**src/rtl/pss_pkg.sv**
```systemverilog
// Shared types and constants for the periodic stream scheduler.
// Used by every module of the block; depends on nothing.
package pss_pkg;

	localparam int ID_W      = 4;
	localparam int CMD_W     = 4;
	localparam int RATE_W    = 16;
	localparam int QUEUED_W  = 8;
	localparam int SLOT_W    = 4;
	localparam int MASK_W    = 15;
	localparam int ACTIVE_W  = 16;

	localparam logic [MASK_W-1:0] MASK_RESET = 15'd3976;

	typedef enum logic [2:0] {
		K_ADD    = 3'd0,
		K_REMOVE = 3'd1,
		K_TICK   = 3'd2,
		K_POLL   = 3'd3,
		K_QUERY  = 3'd4,
		K_FAIL   = 3'd5
	} kind_t;

	typedef enum logic [3:0] {
		STS_OK          = 4'd0,
		STS_UNKNOWN_CMD = 4'd1,
		STS_NOT_STREAM  = 4'd2,
		STS_ID_ZERO     = 4'd3,
		STS_ID_INVALID  = 4'd4,
		STS_IN_USE      = 4'd5,
		STS_FULL        = 4'd6,
		STS_NO_SLOT     = 4'd7,
		STS_NOT_FOUND   = 4'd8,
		STS_MISMATCH    = 4'd9,
		STS_NOTHING_DUE = 4'd10
	} status_t;

	typedef enum logic [1:0] {
		S_IDLE,
		S_SCAN,
		S_COMMIT,
		S_FINISH
	} state_t;

	typedef struct packed {
		logic [ID_W-1:0]     id;
		logic [CMD_W-1:0]    cmd;
		logic [RATE_W-1:0]   rate;
		logic [RATE_W-1:0]   cd;
		logic [QUEUED_W-1:0] queued;
		logic                has_args;
		logic [SLOT_W-1:0]   slot;
	} entry_t;

	typedef struct packed {
		logic   en_id;
		logic   en_static;
		logic   en_dyn;
		entry_t ent;
	} tbl_wr_t;

	typedef struct packed {
		kind_t             kind;
		logic [7:0]        id;
		logic [RATE_W-1:0] rate;
		logic              found;
	} step_req_t;

	typedef struct packed {
		logic                active;
		logic                id_match;
		logic                rate_match;
		logic                hit;
		logic                wb_en;
		logic [RATE_W-1:0]   wb_cd;
		logic [QUEUED_W-1:0] wb_queued;
	} step_res_t;

endpackage

```
**src/rtl/pss_table.sv**
```systemverilog
// Stream table storage: one read port at the scan index, one write port.
// Depends on pss_pkg for the entry and write request types.
module pss_table #(
	parameter int TABLE_ENTRIES = 4,
	localparam int IDX_W = (TABLE_ENTRIES > 1) ? $clog2(TABLE_ENTRIES) : 1
) (
	input  logic                              clk,
	input  logic                              arst_n,
	input  logic [IDX_W-1:0]                  rd_idx,
	output pss_pkg::entry_t                   rd_ent,
	input  logic [IDX_W-1:0]                  wr_idx,
	input  pss_pkg::tbl_wr_t                  wr,
	output logic [pss_pkg::ACTIVE_W-1:0]      active_mask
);

	logic [pss_pkg::ID_W-1:0]     id_q     [TABLE_ENTRIES];
	logic [pss_pkg::CMD_W-1:0]    cmd_q    [TABLE_ENTRIES];
	logic [pss_pkg::RATE_W-1:0]   rate_q   [TABLE_ENTRIES];
	logic [pss_pkg::RATE_W-1:0]   cd_q     [TABLE_ENTRIES];
	logic [pss_pkg::QUEUED_W-1:0] queued_q [TABLE_ENTRIES];
	logic                         args_q   [TABLE_ENTRIES];
	logic [pss_pkg::SLOT_W-1:0]   slot_q   [TABLE_ENTRIES];

	// id of zero marks a free entry
	always_ff @(posedge clk or negedge arst_n) begin
		if (!arst_n) begin
			for (int e = 0; e < TABLE_ENTRIES; e++) begin
				id_q[e] <= '0;
			end
		end else if (wr.en_id) begin
			id_q[wr_idx] <= wr.ent.id;
		end
	end

	always_ff @(posedge clk) begin
		if (wr.en_static) begin
			cmd_q[wr_idx]  <= wr.ent.cmd;
			rate_q[wr_idx] <= wr.ent.rate;
			args_q[wr_idx] <= wr.ent.has_args;
			slot_q[wr_idx] <= wr.ent.slot;
		end
		if (wr.en_dyn) begin
			cd_q[wr_idx]     <= wr.ent.cd;
			queued_q[wr_idx] <= wr.ent.queued;
		end
	end

	always_comb begin
		rd_ent.id       = id_q[rd_idx];
		rd_ent.cmd      = cmd_q[rd_idx];
		rd_ent.rate     = rate_q[rd_idx];
		rd_ent.cd       = cd_q[rd_idx];
		rd_ent.queued   = queued_q[rd_idx];
		rd_ent.has_args = args_q[rd_idx];
		rd_ent.slot     = slot_q[rd_idx];
	end

	always_comb begin
		active_mask = '0;
		for (int e = 0; e < TABLE_ENTRIES; e++) begin
			if (id_q[e] != '0) begin
				active_mask[id_q[e]] = 1'b1;
			end
		end
	end

endmodule

```
**src/rtl/pss_step_unit.sv**
```systemverilog
// Shared per-entry unit: id and rate compare, countdown and queue arithmetic.
// Depends on pss_pkg for the entry, request and result types.
module pss_step_unit (
	input  pss_pkg::entry_t   ent,
	input  pss_pkg::step_req_t req,
	output pss_pkg::step_res_t res
);

	logic [pss_pkg::RATE_W-1:0] cd_dec;

	assign cd_dec = ent.cd - 16'd1;

	always_comb begin
		res            = '0;
		res.active     = (ent.id != '0);
		res.id_match   = res.active && (req.id[7:4] == 4'd0) && (ent.id == req.id[3:0]);
		res.rate_match = res.active && (ent.rate == req.rate);
		res.hit        = res.active && (ent.queued != '0) && !req.found;
		res.wb_cd      = ent.cd;
		res.wb_queued  = ent.queued;
		case (req.kind)
			pss_pkg::K_TICK: begin
				res.wb_en = res.active;
				// reload on expiry and queue one run
				if (cd_dec == '0) begin
					res.wb_cd     = ent.rate;
					res.wb_queued = ent.queued + 8'd1;
				end else begin
					res.wb_cd = cd_dec;
				end
			end
			pss_pkg::K_POLL: begin
				res.wb_en     = res.hit;
				res.wb_queued = ent.queued - 8'd1;
			end
			default: begin
				res.wb_en = 1'b0;
			end
		endcase
	end

endmodule

```
**src/rtl/pss_ctrl.sv**
```systemverilog
// Sequencer: request latch, table scan, commit decision, slot map and result register.
// Depends on pss_pkg; drives pss_table and pss_step_unit through their structs.
module pss_ctrl #(
	parameter int TABLE_ENTRIES = 4,
	parameter int ARG_SLOTS     = 8,
	parameter int COMMANDS      = 15,
	localparam int IDX_W = (TABLE_ENTRIES > 1) ? $clog2(TABLE_ENTRIES) : 1
) (
	input  logic                            clk,
	input  logic                            arst_n,
	input  logic                            cfg_we,
	input  logic [pss_pkg::MASK_W-1:0]      cfg_wdata,
	input  logic                            in_valid,
	output logic                            in_ready,
	input  logic [2:0]                      kind,
	input  logic [7:0]                      strm_id,
	input  logic [15:0]                     rate,
	input  logic                            cmd_found,
	input  logic [3:0]                      cmd_sel,
	input  logic                            has_args,
	output logic                            out_valid,
	input  logic                            out_ready,
	output logic [3:0]                      status,
	output logic [3:0]                      fire_id,
	output logic [3:0]                      fire_cmd,
	output logic                            fire_has_args,
	output logic [2:0]                      fire_slot,
	output logic [15:0]                     query_rate,
	output logic [15:0]                     active_mask,
	output logic [IDX_W-1:0]                rd_idx,
	input  pss_pkg::entry_t                 rd_ent,
	output logic [IDX_W-1:0]                wr_idx,
	output pss_pkg::tbl_wr_t                wr,
	input  logic [pss_pkg::ACTIVE_W-1:0]    tbl_mask,
	output pss_pkg::step_req_t              step_req,
	input  pss_pkg::step_res_t              step_res
);

	pss_pkg::state_t state_q, state_d;

	logic [pss_pkg::MASK_W-1:0]  smask_q;
	logic [ARG_SLOTS-1:0]        slot_busy_q, slot_busy_d;

	pss_pkg::kind_t              req_kind_q;
	logic [7:0]                  req_id_q;
	logic [pss_pkg::RATE_W-1:0]  rate_q;
	logic                        cmd_found_q;
	logic [pss_pkg::CMD_W-1:0]   cmd_q;
	logic                        args_q;

	logic [IDX_W-1:0]            scan_idx_q;
	logic                        found_q;
	logic [IDX_W-1:0]            found_idx_q;
	pss_pkg::entry_t             found_ent_q;
	logic                        dup_q;
	logic                        free_ok_q;
	logic [IDX_W-1:0]            free_idx_q;
	logic [pss_pkg::RATE_W-1:0]  copy_cd_q;

	pss_pkg::status_t            status_q;
	logic                        rep_q;

	logic                        out_valid_q;
	pss_pkg::status_t            out_status_q;
	pss_pkg::entry_t             out_ent_q;
	logic [pss_pkg::ACTIVE_W-1:0] out_mask_q;

	logic                        accept;
	logic                        scanning;
	logic                        committing;
	logic                        load_out;
	logic                        last_idx;

	pss_pkg::status_t            c_status;
	logic                        c_add;
	logic                        c_free;
	logic                        c_rep;
	logic                        free_slot_ok;
	logic [pss_pkg::SLOT_W-1:0]  free_slot;
	logic [15:0]                 smask_ext;

	assign smask_ext = {1'b0, smask_q};
	assign last_idx  = (scan_idx_q == IDX_W'(TABLE_ENTRIES - 1));

	// ---------------- sequencer ----------------
	always_ff @(posedge clk or negedge arst_n) begin
		if (!arst_n) begin
			state_q <= pss_pkg::S_IDLE;
		end else begin
			state_q <= state_d;
		end
	end

	always_comb begin
		state_d = state_q;
		case (state_q)
			pss_pkg::S_IDLE: begin
				if (in_valid) state_d = pss_pkg::S_SCAN;
			end
			pss_pkg::S_SCAN: begin
				if (last_idx) state_d = pss_pkg::S_COMMIT;
			end
			pss_pkg::S_COMMIT: begin
				state_d = pss_pkg::S_FINISH;
			end
			pss_pkg::S_FINISH: begin
				if (!out_valid_q || out_ready) state_d = pss_pkg::S_IDLE;
			end
			default: begin
				state_d = pss_pkg::S_IDLE;
			end
		endcase
	end

	always_comb begin
		in_ready   = 1'b0;
		scanning   = 1'b0;
		committing = 1'b0;
		load_out   = 1'b0;
		case (state_q)
			pss_pkg::S_IDLE:   in_ready   = 1'b1;
			pss_pkg::S_SCAN:   scanning   = 1'b1;
			pss_pkg::S_COMMIT: committing = 1'b1;
			pss_pkg::S_FINISH: load_out   = !out_valid_q || out_ready;
			default:           in_ready   = 1'b0;
		endcase
	end

	assign accept = in_valid && in_ready;

	// ---------------- configuration ----------------
	always_ff @(posedge clk or negedge arst_n) begin
		if (!arst_n) begin
			smask_q <= pss_pkg::MASK_RESET;
		end else if (cfg_we) begin
			smask_q <= cfg_wdata;
		end
	end

	// ---------------- shared unit hookup ----------------
	assign rd_idx         = scan_idx_q;
	assign step_req.kind  = req_kind_q;
	assign step_req.id    = req_id_q;
	assign step_req.rate  = rate_q;
	assign step_req.found = found_q;

	// ---------------- request latch and scan ----------------
	always_ff @(posedge clk) begin
		if (accept) begin
			req_kind_q  <= pss_pkg::kind_t'(kind);
			req_id_q    <= strm_id;
			rate_q      <= (rate == 16'd0) ? 16'd1 : rate;
			copy_cd_q   <= (rate == 16'd0) ? 16'd1 : rate;
			cmd_found_q <= cmd_found;
			cmd_q       <= cmd_sel;
			args_q      <= has_args;
			scan_idx_q  <= '0;
			found_q     <= 1'b0;
			dup_q       <= 1'b0;
			free_ok_q   <= 1'b0;
		end else if (scanning) begin
			scan_idx_q <= scan_idx_q + IDX_W'(1);
			case (req_kind_q)
				pss_pkg::K_ADD: begin
					if (step_res.id_match) dup_q <= 1'b1;
					// the last active entry with the same rate wins
					if (step_res.rate_match) copy_cd_q <= rd_ent.cd;
					if (!step_res.active && !free_ok_q) begin
						free_ok_q  <= 1'b1;
						free_idx_q <= scan_idx_q;
					end
				end
				pss_pkg::K_REMOVE, pss_pkg::K_QUERY, pss_pkg::K_FAIL: begin
					if (step_res.id_match && !found_q) begin
						found_q     <= 1'b1;
						found_idx_q <= scan_idx_q;
						found_ent_q <= rd_ent;
					end
				end
				pss_pkg::K_POLL: begin
					if (step_res.hit) begin
						found_q     <= 1'b1;
						found_idx_q <= scan_idx_q;
						found_ent_q <= rd_ent;
					end
				end
				default: begin
				end
			endcase
		end
		if (committing) begin
			status_q <= c_status;
			rep_q    <= c_rep;
		end
	end

	// ---------------- commit decision ----------------
	always_comb begin
		free_slot_ok = 1'b0;
		free_slot    = '0;
		for (int i = ARG_SLOTS - 1; i >= 0; i--) begin
			if (!slot_busy_q[i]) begin
				free_slot_ok = 1'b1;
				free_slot    = pss_pkg::SLOT_W'(i);
			end
		end
	end

	always_comb begin
		c_status = pss_pkg::STS_OK;
		c_add    = 1'b0;
		c_free   = 1'b0;
		c_rep    = 1'b0;
		case (req_kind_q)
			pss_pkg::K_ADD: begin
				if (!cmd_found_q || ({1'b0, cmd_q} >= 5'(COMMANDS)))
					c_status = pss_pkg::STS_UNKNOWN_CMD;
				else if (!smask_ext[cmd_q])
					c_status = pss_pkg::STS_NOT_STREAM;
				else if (req_id_q == 8'd0)
					c_status = pss_pkg::STS_ID_ZERO;
				else if (req_id_q[7:4] != 4'd0)
					c_status = pss_pkg::STS_ID_INVALID;
				else if (dup_q)
					c_status = pss_pkg::STS_IN_USE;
				else if (!free_ok_q)
					c_status = pss_pkg::STS_FULL;
				else if (args_q && !free_slot_ok)
					c_status = pss_pkg::STS_NO_SLOT;
				else
					c_add = 1'b1;
			end
			pss_pkg::K_REMOVE: begin
				if (req_id_q == 8'd0)
					c_status = pss_pkg::STS_ID_ZERO;
				else if (!found_q)
					c_status = pss_pkg::STS_NOT_FOUND;
				else if (!cmd_found_q || (cmd_q != found_ent_q.cmd))
					c_status = pss_pkg::STS_MISMATCH;
				else
					c_free = 1'b1;
			end
			pss_pkg::K_POLL: begin
				if (found_q) c_rep = 1'b1;
				else c_status = pss_pkg::STS_NOTHING_DUE;
			end
			pss_pkg::K_QUERY: begin
				if (req_id_q == 8'd0)
					c_status = pss_pkg::STS_ID_ZERO;
				else if (!found_q)
					c_status = pss_pkg::STS_NOT_FOUND;
				else
					c_rep = 1'b1;
			end
			pss_pkg::K_FAIL: begin
				if (req_id_q == 8'd0)
					c_status = pss_pkg::STS_ID_ZERO;
				else if (!found_q)
					c_status = pss_pkg::STS_NOT_FOUND;
				else
					c_free = 1'b1;
			end
			default: begin
				c_status = pss_pkg::STS_OK;
			end
		endcase
	end

	// ---------------- table write port ----------------
	always_comb begin
		wr     = '0;
		wr_idx = scan_idx_q;
		if (scanning && step_res.wb_en) begin
			wr.en_dyn     = 1'b1;
			wr.ent.cd     = step_res.wb_cd;
			wr.ent.queued = step_res.wb_queued;
		end else if (committing && c_add) begin
			wr_idx           = free_idx_q;
			wr.en_id         = 1'b1;
			wr.en_static     = 1'b1;
			wr.en_dyn        = 1'b1;
			wr.ent.id        = req_id_q[3:0];
			wr.ent.cmd       = cmd_q;
			wr.ent.rate      = rate_q;
			wr.ent.cd        = copy_cd_q;
			wr.ent.queued    = '0;
			wr.ent.has_args  = args_q;
			wr.ent.slot      = args_q ? free_slot : '0;
		end else if (committing && c_free) begin
			wr_idx   = found_idx_q;
			wr.en_id = 1'b1;
		end
	end

	// ---------------- argument slots ----------------
	always_comb begin
		slot_busy_d = slot_busy_q;
		for (int i = 0; i < ARG_SLOTS; i++) begin
			if (committing && c_add && args_q && (free_slot == pss_pkg::SLOT_W'(i)))
				slot_busy_d[i] = 1'b1;
			if (committing && c_free && found_ent_q.has_args &&
			    (found_ent_q.slot == pss_pkg::SLOT_W'(i)))
				slot_busy_d[i] = 1'b0;
		end
	end

	always_ff @(posedge clk or negedge arst_n) begin
		if (!arst_n) begin
			slot_busy_q <= '0;
		end else begin
			slot_busy_q <= slot_busy_d;
		end
	end

	// ---------------- result register ----------------
	always_ff @(posedge clk or negedge arst_n) begin
		if (!arst_n) begin
			out_valid_q <= 1'b0;
		end else if (load_out) begin
			out_valid_q <= 1'b1;
		end else if (out_ready) begin
			out_valid_q <= 1'b0;
		end
	end

	always_ff @(posedge clk) begin
		if (load_out) begin
			out_status_q <= status_q;
			out_ent_q    <= rep_q ? found_ent_q : '0;
			out_mask_q   <= tbl_mask;
		end
	end

	assign out_valid     = out_valid_q;
	assign status        = out_status_q;
	assign fire_id       = out_ent_q.id;
	assign fire_cmd      = out_ent_q.cmd;
	assign fire_has_args = out_ent_q.has_args;
	assign fire_slot     = out_ent_q.slot[2:0];
	assign query_rate    = out_ent_q.rate;
	assign active_mask   = out_mask_q;

`ifndef SYNTH
	a_slots_le_streams: assert property (@(posedge clk) disable iff (!arst_n)
		$countones(slot_busy_q) <= $countones(tbl_mask))
		else $error("more argument slots busy than active streams");

	a_result_from_finish: assert property (@(posedge clk) disable iff (!arst_n)
		$rose(out_valid_q) |-> $past(state_q == pss_pkg::S_FINISH))
		else $error("result appeared outside the finish step");

	a_scan_ends: assert property (@(posedge clk) disable iff (!arst_n)
		(state_q == pss_pkg::S_SCAN) && last_idx |=> (state_q == pss_pkg::S_COMMIT))
		else $error("scan did not end at the last entry");

	a_report_active: assert property (@(posedge clk) disable iff (!arst_n)
		$rose(out_valid_q) && rep_q |-> (out_ent_q.id != '0))
		else $error("reported stream has a zero id");
`endif

endmodule

```
**src/rtl/periodic_stream_scheduler_top.sv**
```systemverilog
// Top level of the periodic stream scheduler.
// Depends on pss_pkg, pss_table, pss_step_unit and pss_ctrl.
//
// Usage:
//   Requests enter on in_valid/in_ready with kind, strm_id, rate, cmd_found,
//   cmd_sel and has_args; a request is taken at an edge where both are high.
//   Every request produces exactly one result on out_valid/out_ready carrying
//   status, fire_id, fire_cmd, fire_has_args, fire_slot, query_rate and the
//   active_mask taken after the request.
//   cfg_we/cfg_wdata write the streamable command mask; write it only while
//   no request is in flight.
// Timing:
//   A request is taken in the idle step, then the sequencer walks the table
//   one entry per cycle through the shared compare/arithmetic unit, commits
//   and then loads the result register in the finish step. No new request is
//   taken until the result register is loaded and the sequencer is back in
//   idle. A stalled receiver holds the finish step while the result register
//   is still full and unread. Reset clears the table, frees every argument
//   slot, restores the default mask and drops any pending result.
module periodic_stream_scheduler_top #(
	parameter int TABLE_ENTRIES = 4,
	parameter int ARG_SLOTS     = 8,
	parameter int COMMANDS      = 15
) (
	input  logic        clk,
	input  logic        arst_n,
	input  logic        cfg_we,
	input  logic [14:0] cfg_wdata,
	input  logic        in_valid,
	output logic        in_ready,
	input  logic [2:0]  kind,
	input  logic [7:0]  strm_id,
	input  logic [15:0] rate,
	input  logic        cmd_found,
	input  logic [3:0]  cmd_sel,
	input  logic        has_args,
	output logic        out_valid,
	input  logic        out_ready,
	output logic [3:0]  status,
	output logic [3:0]  fire_id,
	output logic [3:0]  fire_cmd,
	output logic        fire_has_args,
	output logic [2:0]  fire_slot,
	output logic [15:0] query_rate,
	output logic [15:0] active_mask
);

	localparam int IDX_W = (TABLE_ENTRIES > 1) ? $clog2(TABLE_ENTRIES) : 1;

	// table read/write paths between sequencer and storage
	logic [IDX_W-1:0]                 rd_idx;
	logic [IDX_W-1:0]                 wr_idx;
	pss_pkg::entry_t                  rd_ent;
	pss_pkg::tbl_wr_t                 wr;
	logic [pss_pkg::ACTIVE_W-1:0]     tbl_mask;

	// shared per-entry unit
	pss_pkg::step_req_t               step_req;
	pss_pkg::step_res_t               step_res;

	pss_table #(
		.TABLE_ENTRIES(TABLE_ENTRIES)
	) u_table (
		.clk         (clk),
		.arst_n      (arst_n),
		.rd_idx      (rd_idx),
		.rd_ent      (rd_ent),
		.wr_idx      (wr_idx),
		.wr          (wr),
		.active_mask (tbl_mask)
	);

	// one compare/countdown unit, reused for every entry of the walk
	pss_step_unit u_step (
		.ent (rd_ent),
		.req (step_req),
		.res (step_res)
	);

	pss_ctrl #(
		.TABLE_ENTRIES(TABLE_ENTRIES),
		.ARG_SLOTS    (ARG_SLOTS),
		.COMMANDS     (COMMANDS)
	) u_ctrl (
		.clk           (clk),
		.arst_n        (arst_n),
		.cfg_we        (cfg_we),
		.cfg_wdata     (cfg_wdata),
		.in_valid      (in_valid),
		.in_ready      (in_ready),
		.kind          (kind),
		.strm_id       (strm_id),
		.rate          (rate),
		.cmd_found     (cmd_found),
		.cmd_sel       (cmd_sel),
		.has_args      (has_args),
		.out_valid     (out_valid),
		.out_ready     (out_ready),
		.status        (status),
		.fire_id       (fire_id),
		.fire_cmd      (fire_cmd),
		.fire_has_args (fire_has_args),
		.fire_slot     (fire_slot),
		.query_rate    (query_rate),
		.active_mask   (active_mask),
		.rd_idx        (rd_idx),
		.rd_ent        (rd_ent),
		.wr_idx        (wr_idx),
		.wr            (wr),
		.tbl_mask      (tbl_mask),
		.step_req      (step_req),
		.step_res      (step_res)
	);

endmodule

```
**config.mk**
```make
export PLATFORM = sky130hd
export DESIGN_NAME = periodic_stream_scheduler_top
export DESIGN_NICKNAME = d
export VERILOG_FILES = /design/src/rtl/pss_pkg.sv /design/src/rtl/pss_table.sv /design/src/rtl/pss_step_unit.sv /design/src/rtl/pss_ctrl.sv /design/src/rtl/periodic_stream_scheduler_top.sv
export SDC_FILE = /design/constraint.sdc
export NUM_CORES = 1
export LEC_CHECK = 0
export ABC_CLOCK_PERIOD_IN_PS = 13600
export BUFFER_PORTS_ARGS = -buffer_cell sky130_fd_sc_hd__buf_2
export CAP_MARGIN = 25
export CORE_MARGIN = 10
export CORE_UTILIZATION = 25
export DETAILED_ROUTE_END_ITERATION = 6
export HOLD_SLACK_MARGIN = 0.15
export MAX_ROUTING_LAYER = met4
export PLACE_DENSITY_LB_ADDON = 0.12
export SYNTH_ARGS = -nofsm -noshare
export SYNTH_HDL_FRONTEND = slang
export SYNTH_SLANG_ARGS = --single-unit
```
**constraint.sdc**
```tcl
create_clock -name clk -period 13.6 [get_ports clk]
set_clock_uncertainty 0.15 [all_clocks]
set_input_delay 0 -clock clk [delete_from_list [all_inputs] [get_ports clk]]
set_output_delay 0 -clock clk [all_outputs]
set_load 0.02 [all_outputs]
```
After elaboration in Yosys (flattened, before gate mapping)
Memories as Yosys holds them, arrays and structs flattened. A register that Yosys moved wholly into a read port is not among the register bits. Cells that the tools add are included.

$lt $le $gt $ge: 13. Eq/ne operators: 31. Bitwise logic cells: 6. Add/sub/neg operators: 4. Reductions and logical operators: 81. Muxes and demuxes: 138.

Operators with widths (count): 16-bit two-way mux (11); 53-bit two-way mux (2); 53-bit one-hot mux with 2 select lines (1); 4-bit two-way mux (15); 1-bit two-way mux (57); 55-bit two-way mux (1); 24-bit two-way mux (2); 16-bit OR (3); 2-bit two-way mux (21); 1-bit logical AND (35); 16-bit zero test (2); 3-bit two-way mux (10); 2-bit nonzero test (13); 4-bit by 5-bit < comparator with 1-bit output, second input constant (5); 4-bit nonzero test (6); 3-bit equality test, second input constant (6); 16-bit bitwise mux (1); 1-bit demux with 4-bit select (4); 16-bit equality test (1); 4-bit by 3-bit equality test with 1-bit output, second input constant (4); 4-bit by 1-bit >= comparator with 1-bit output, second input constant (4); 4-bit one-hot mux with 4 select lines (1); 8-bit one-hot mux with 2 select lines (1); 16-bit by 1-bit subtractor with 16-bit output, second input constant (1); 38 further kinds (66).

Memories: 6. Flip-flop bits (word level): 182. RAM bits: 196. Bits of input ports: 53. Logic and storage cells: 321.

Memories: u_table.cd_q (depth 4, width 16, read ports 1, clocked after Yosys merged registers in 1, wr ports 1, line pss_table.sv:19) `logic [pss_pkg::RATE_W-1:0] cd_q [TABLE_ENTRIES];`; u_table.rate_q (depth 4, width 16, read ports 1, clocked after Yosys merged registers in 1, wr ports 1, line pss_table.sv:18) `logic [pss_pkg::RATE_W-1:0] rate_q [TABLE_ENTRIES];`; u_table.queued_q (depth 4, width 8, read ports 1, clocked after Yosys merged registers in 1, wr ports 1, line pss_table.sv:20) `logic [pss_pkg::QUEUED_W-1:0] queued_q [TABLE_ENTRIES];`; u_table.cmd_q (depth 4, width 4, read ports 1, clocked after Yosys merged registers in 1, wr ports 1, line pss_table.sv:17) `logic [pss_pkg::CMD_W-1:0] cmd_q [TABLE_ENTRIES];`; u_table.slot_q (depth 4, width 4, read ports 1, clocked after Yosys merged registers in 1, wr ports 1, line pss_table.sv:22) `logic [pss_pkg::SLOT_W-1:0] slot_q [TABLE_ENTRIES];`; u_table.args_q (depth 4, width 1, read ports 1, clocked after Yosys merged registers in 1, wr ports 1, line pss_table.sv:21) `logic args_q [TABLE_ENTRIES];`.

Depth between registers and ports, before layout
Depth after elaboration: 27. Gate-level depth with buffers: 12. Depth with buffers taken out: 10.

By module
Synthesis repeated with hierarchy kept, for this count alone.

Cells, all modules: 1117. Area total of the unflattened synthesis: 16782.3 um^2.

By module, submodules not included: pss_table (cells each 373, times used 1, seq. area each 6286.0 um^2, area each 8343.0 um^2); pss_ctrl (cells each 550, times used 1, seq. area each 4812.1 um^2, area each 7076.8 um^2); pss_step_unit (cells each 194, times used 1, seq. area each 0.0 um^2, area each 1362.6 um^2).

Least setup slack after synthesis
No wires, ideal clock.

Kind: register to register. Start: register (tool-made name). End: register u_ctrl.copy_cd_q[0] (netlist name) (enable). Path buffers: 5. Library setup time: 0.436 ns. Data required time: 13.014 ns. Slack: 8.279 ns. Stages on the path, launching flop included: 10. Arrival time: 4.735 ns. Path through: dfxtp_1 > buf_6 > buf_2 > buf_2 > buf_1 > buf_2 > mux4_2 > xnor2_1 > nand4_1 > o41ai_1.

RTL lines: end signal: assignment (line pss_ctrl.sv:153) `copy_cd_q <= (rate == 16'd0) ? 16'd1 : rate;`; end signal: assignment (line pss_ctrl.sv:167) `if (step_res.rate_match) copy_cd_q <= rd_ent.cd;`; end: declaration (line pss_ctrl.sv:58) `logic [pss_pkg::RATE_W-1:0] copy_cd_q;`.

==> flow_metrics.env <==
export IMPL_start_util_pct=25.2
export IMPL_leakagePower_uw=0.00647
export IMPL_final_cell_mix="325 x edfxtp_1, 118 x dlygate4sd3_1, 106 x nand2_1"
export IMPL_grt_pass1_vias=11000
export IMPL_clkSinkCount=374
export IMPL_critPathMaxFanout=36
export IMPL_drive_gt1_share_pct=20.7
export IMPL_drt_wl_total_um=46200
export IMPL_die_height_um=274
export IMPL_cts_resized=0
export IMPL_total_power_uw=3010
export IMPL_synth_seq_cells=374
export IMPL_yosysSeqAreaShare_pct=67.8
export IMPL_syn_area_um2=16200
export IMPL_peakVddDrop_mv=0.0837
export IMPL_outcome="completed"
export IMPL_arrival_ns=5.68
export IMPL_post_route_min_period_ns=5.54
export IMPL_power_density_nw_per_um2=148
export IMPL_clock_path_buffers=3
export IMPL_drt_wirelength_per_cell_um=21.0
export IMPL_place_gp_congestion=0.813
export IMPL_placed_cell_area_um2=17700
export IMPL_rows=93
export IMPL_vias=10200
export IMPL_grtUsageTotal_pct=12.8
export IMPL_seq_area_um2=11000
export IMPL_cp_slowest_cell="a221oi_1"
export IMPL_cp_required_ns=13.74
export IMPL_rsz0062_at_grt="false"
export IMPL_synth_warning_count=0
export IMPL_cts_inserted_buffers=44
export IMPL_critPathKind="flip-flop to flip-flop"
export IMPL_ys_types=71
export IMPL_dieWidth_um=274
export IMPL_cts_setup_buffers=0
export IMPL_hpwl_um=29900
export IMPL_drt_pass1_iter_count=5
export IMPL_dr_first_iter_drc_count=634
export IMPL_syn2layout_area_growth_pct=25.2
export IMPL_core_um2=64200
export IMPL_setup_violations_final=0
export IMPL_avgSynthCellArea_um2=14.8
export IMPL_nets=1377
export IMPL_finalCritPeriodShare_pct=40.7
export IMPL_slew_limit_headroom_pct=36.2
export IMPL_viasPerCell=4.64
export IMPL_cts_root_buf="clkbuf_16"
export IMPL_max_cap_violations=0
export IMPL_crit_top_cell="inv_1"
export IMPL_tritoncts="built"
export IMPL_antenna_found_initial=2
export IMPL_dieArea_um2=75300
export IMPL_finalMaxSlewViolations=0
export IMPL_r2r_slack_ns=8.06
export IMPL_grt_max_degree=48
export IMPL_worst_slew_pin_slew_ns=0.955
export IMPL_finalHoldViolCount=0
export IMPL_synth_flop_cell="edfxtp_1"
export IMPL_cp_start_kind="flip-flop"
export IMPL_fillCellCount=6405
export IMPL_numPortBuffers=101
export IMPL_final_area_um2=20200
export IMPL_critPathCaptureType="flip-flop"
export IMPL_async_flop_share_pct=11.2
export IMPL_synth_edf_count=325
export IMPL_detail_route_antenna_nets=0
export IMPL_max_freq_mhz=181
export IMPL_path_clk_slew_ns=0.06
export IMPL_hp_class="input port to flip-flop"
export IMPL_drc=0
export IMPL_h_tree_depth=2
export IMPL_gr_total_overflow=0
export IMPL_synth_fp_nets=1153
export IMPL_clkLatencyLatePin_ns=0.58
export IMPL_setup_tns_ns=0
export IMPL_slowest_delay_ns=0.77
export IMPL_grt_pass1_wl_um=70600
export IMPL_io_pins=103
export IMPL_postCtsHoldBufs=118
export IMPL_syn_inst=1090
export IMPL_multi_input_area_um2=4910
export IMPL_final_common_cell="edfxtp_1"
export IMPL_path_cells="buf_4 > mux4_2 > inv_1 > ha_1 > inv_1 > o31a_1 > a211o_1 > a221oi_1 > and4_1 > nand2_1 > a311oi_1"
[layer usage]
metal / share of wire, % / global-route usage (%) / routed length (µm) / up-vias
met2: 47 / 20.3 / 21800 / 244
met1: 45 / 16.3 / 21000 / 5185
li1: - / - / - / 4683
met4: 2.6 / 4.11 / 1210 / 0
met3: 4.7 / 2.36 / 2180 / 78
met5: 0 / - / 0 / -
[through the flow]
stage                     hold WS (ns)  worst slack [ns]  cells  utilization, %
after floorplan                 -0.446              8.28   1090               -
after global placement          0.0301              8.17   2001            27.5
after detailed placement        -0.236              8.07   2004            27.6
after CTS                        0.173              8.04   2196            31.5
after global routing             0.204              7.69   2198            31.5
final                            0.205              8.06   2198            31.5
[synthesized netlist by cell type (6+ instances only)]
library cell,n,area share [%]
nor4_1,18,0.70
clkbuf_1,46,1.1
inv_1,29,0.67
a22oi_1,11,0.51
nand2_1,106,2.5
and2_1,58,2.2
mux4_2,54,7.5
o31ai_1,8,0.37
o221ai_1,10,0.54
nor3_1,32,0.99
or4_1,6,0.28
xor2_1,18,0.97
nand3_1,16,0.50
dfstp_2,6,0.97
nor2_1,34,0.79
nand4_1,11,0.43
dfrtp_1,36,5.6
o21ai_0,36,1.1
or3_1,7,0.27
mux2i_1,9,0.56
buf_2,8,0.25
a21oi_1,22,0.68
nor2b_1,9,0.35
mux2_2,16,1.1
nand2b_1,12,0.46
a31oi_1,21,0.81
a22o_1,14,0.76
xnor2_1,15,0.81
edfxtp_1,325,60
dfxtp_1,7,0.87
ha_1,10,0.77
[worst max-delay path, delay by kind of cell (launching register included)]
kind	cells	cell delay [ns]
flops	1	0.52
compound gates	4	1.82
fa+ha+maj	1	0.23
buf+inv	3	0.94
mux	1	0.71
simple gates	2	0.85
[flip-flops by register name (all words and copies together) (netlist names), 8 cells and up, named ones only]
name                cells
u_table.cd_q           64
u_table.rate_q         64
u_table.queued_q       32
u_ctrl.found_ent_q     28
u_ctrl.copy_cd_q       16
u_ctrl.query_rate      16
u_ctrl.rate_q          16
u_table.cmd_q          16
u_table.id_q           16
u_ctrl.active_mask     15
u_ctrl.smask_q         15
u_table.slot_q         12
u_ctrl.req_id_q         8
u_ctrl.slot_busy_q      8
[power breakdown]
group / switching (µW) / leakage [µW] / total (µW) / internal, µW
sequential: 76.9 / 0.00312 / 1440 / 1360
combinational: 289 / 0.00270 / 474 / 185
clock: 451 / 0.000651 / 1090 / 640
total: 817 / 0.00647 / 3010 / 2190
[cells by family (layout without fill, tap and decap cells)]
logic type | Yosys count | after routing | share of synthesized area, %
buffers and inverters | 91 | 343 | 2.24
other | 1 | 2 | 0.0232
xor gates and xnor gates | 33 | 33 | 1.79
DFF | 374 | 374 | 67.8
muxes | 80 | 80 | 9.35
and+or+nand+nor | 338 | 338 | 11.0
adders and majority gates | 10 | 10 | 0.774
AOI/OAI and AO/OA | 163 | 163 | 7.02
[area by class of cell]
class | instances | area share (%)
sequential | 374 | 54.2
inverter | 31 | 0.575
tap | 855 | 5.28
clock buffer | 57 | 5.78
timing repair buffer | 238 | 9.21
antenna | 1 | 0.0124
multi-input combinational | 625 | 24.3
clock inverter | 17 | 0.717
[final timing paths]
kind	endpoint	from	cells after the start
max	u_table.queued_q[1][1]	flip-flop	11
min	u_ctrl.copy_cd_q[11]	rate[11]	4
max reg2reg	u_table.queued_q[1][1]	flip-flop	11
min reg2reg	u_ctrl.status[0]	u_ctrl.status_q[0]	0
max in group asynchronous	u_ctrl.smask_q[11]	arst_n	4
min in group asynchronous	u_ctrl.smask_q[12]	arst_n	3
No activity file was read; power rests on OpenSTA's default activity.
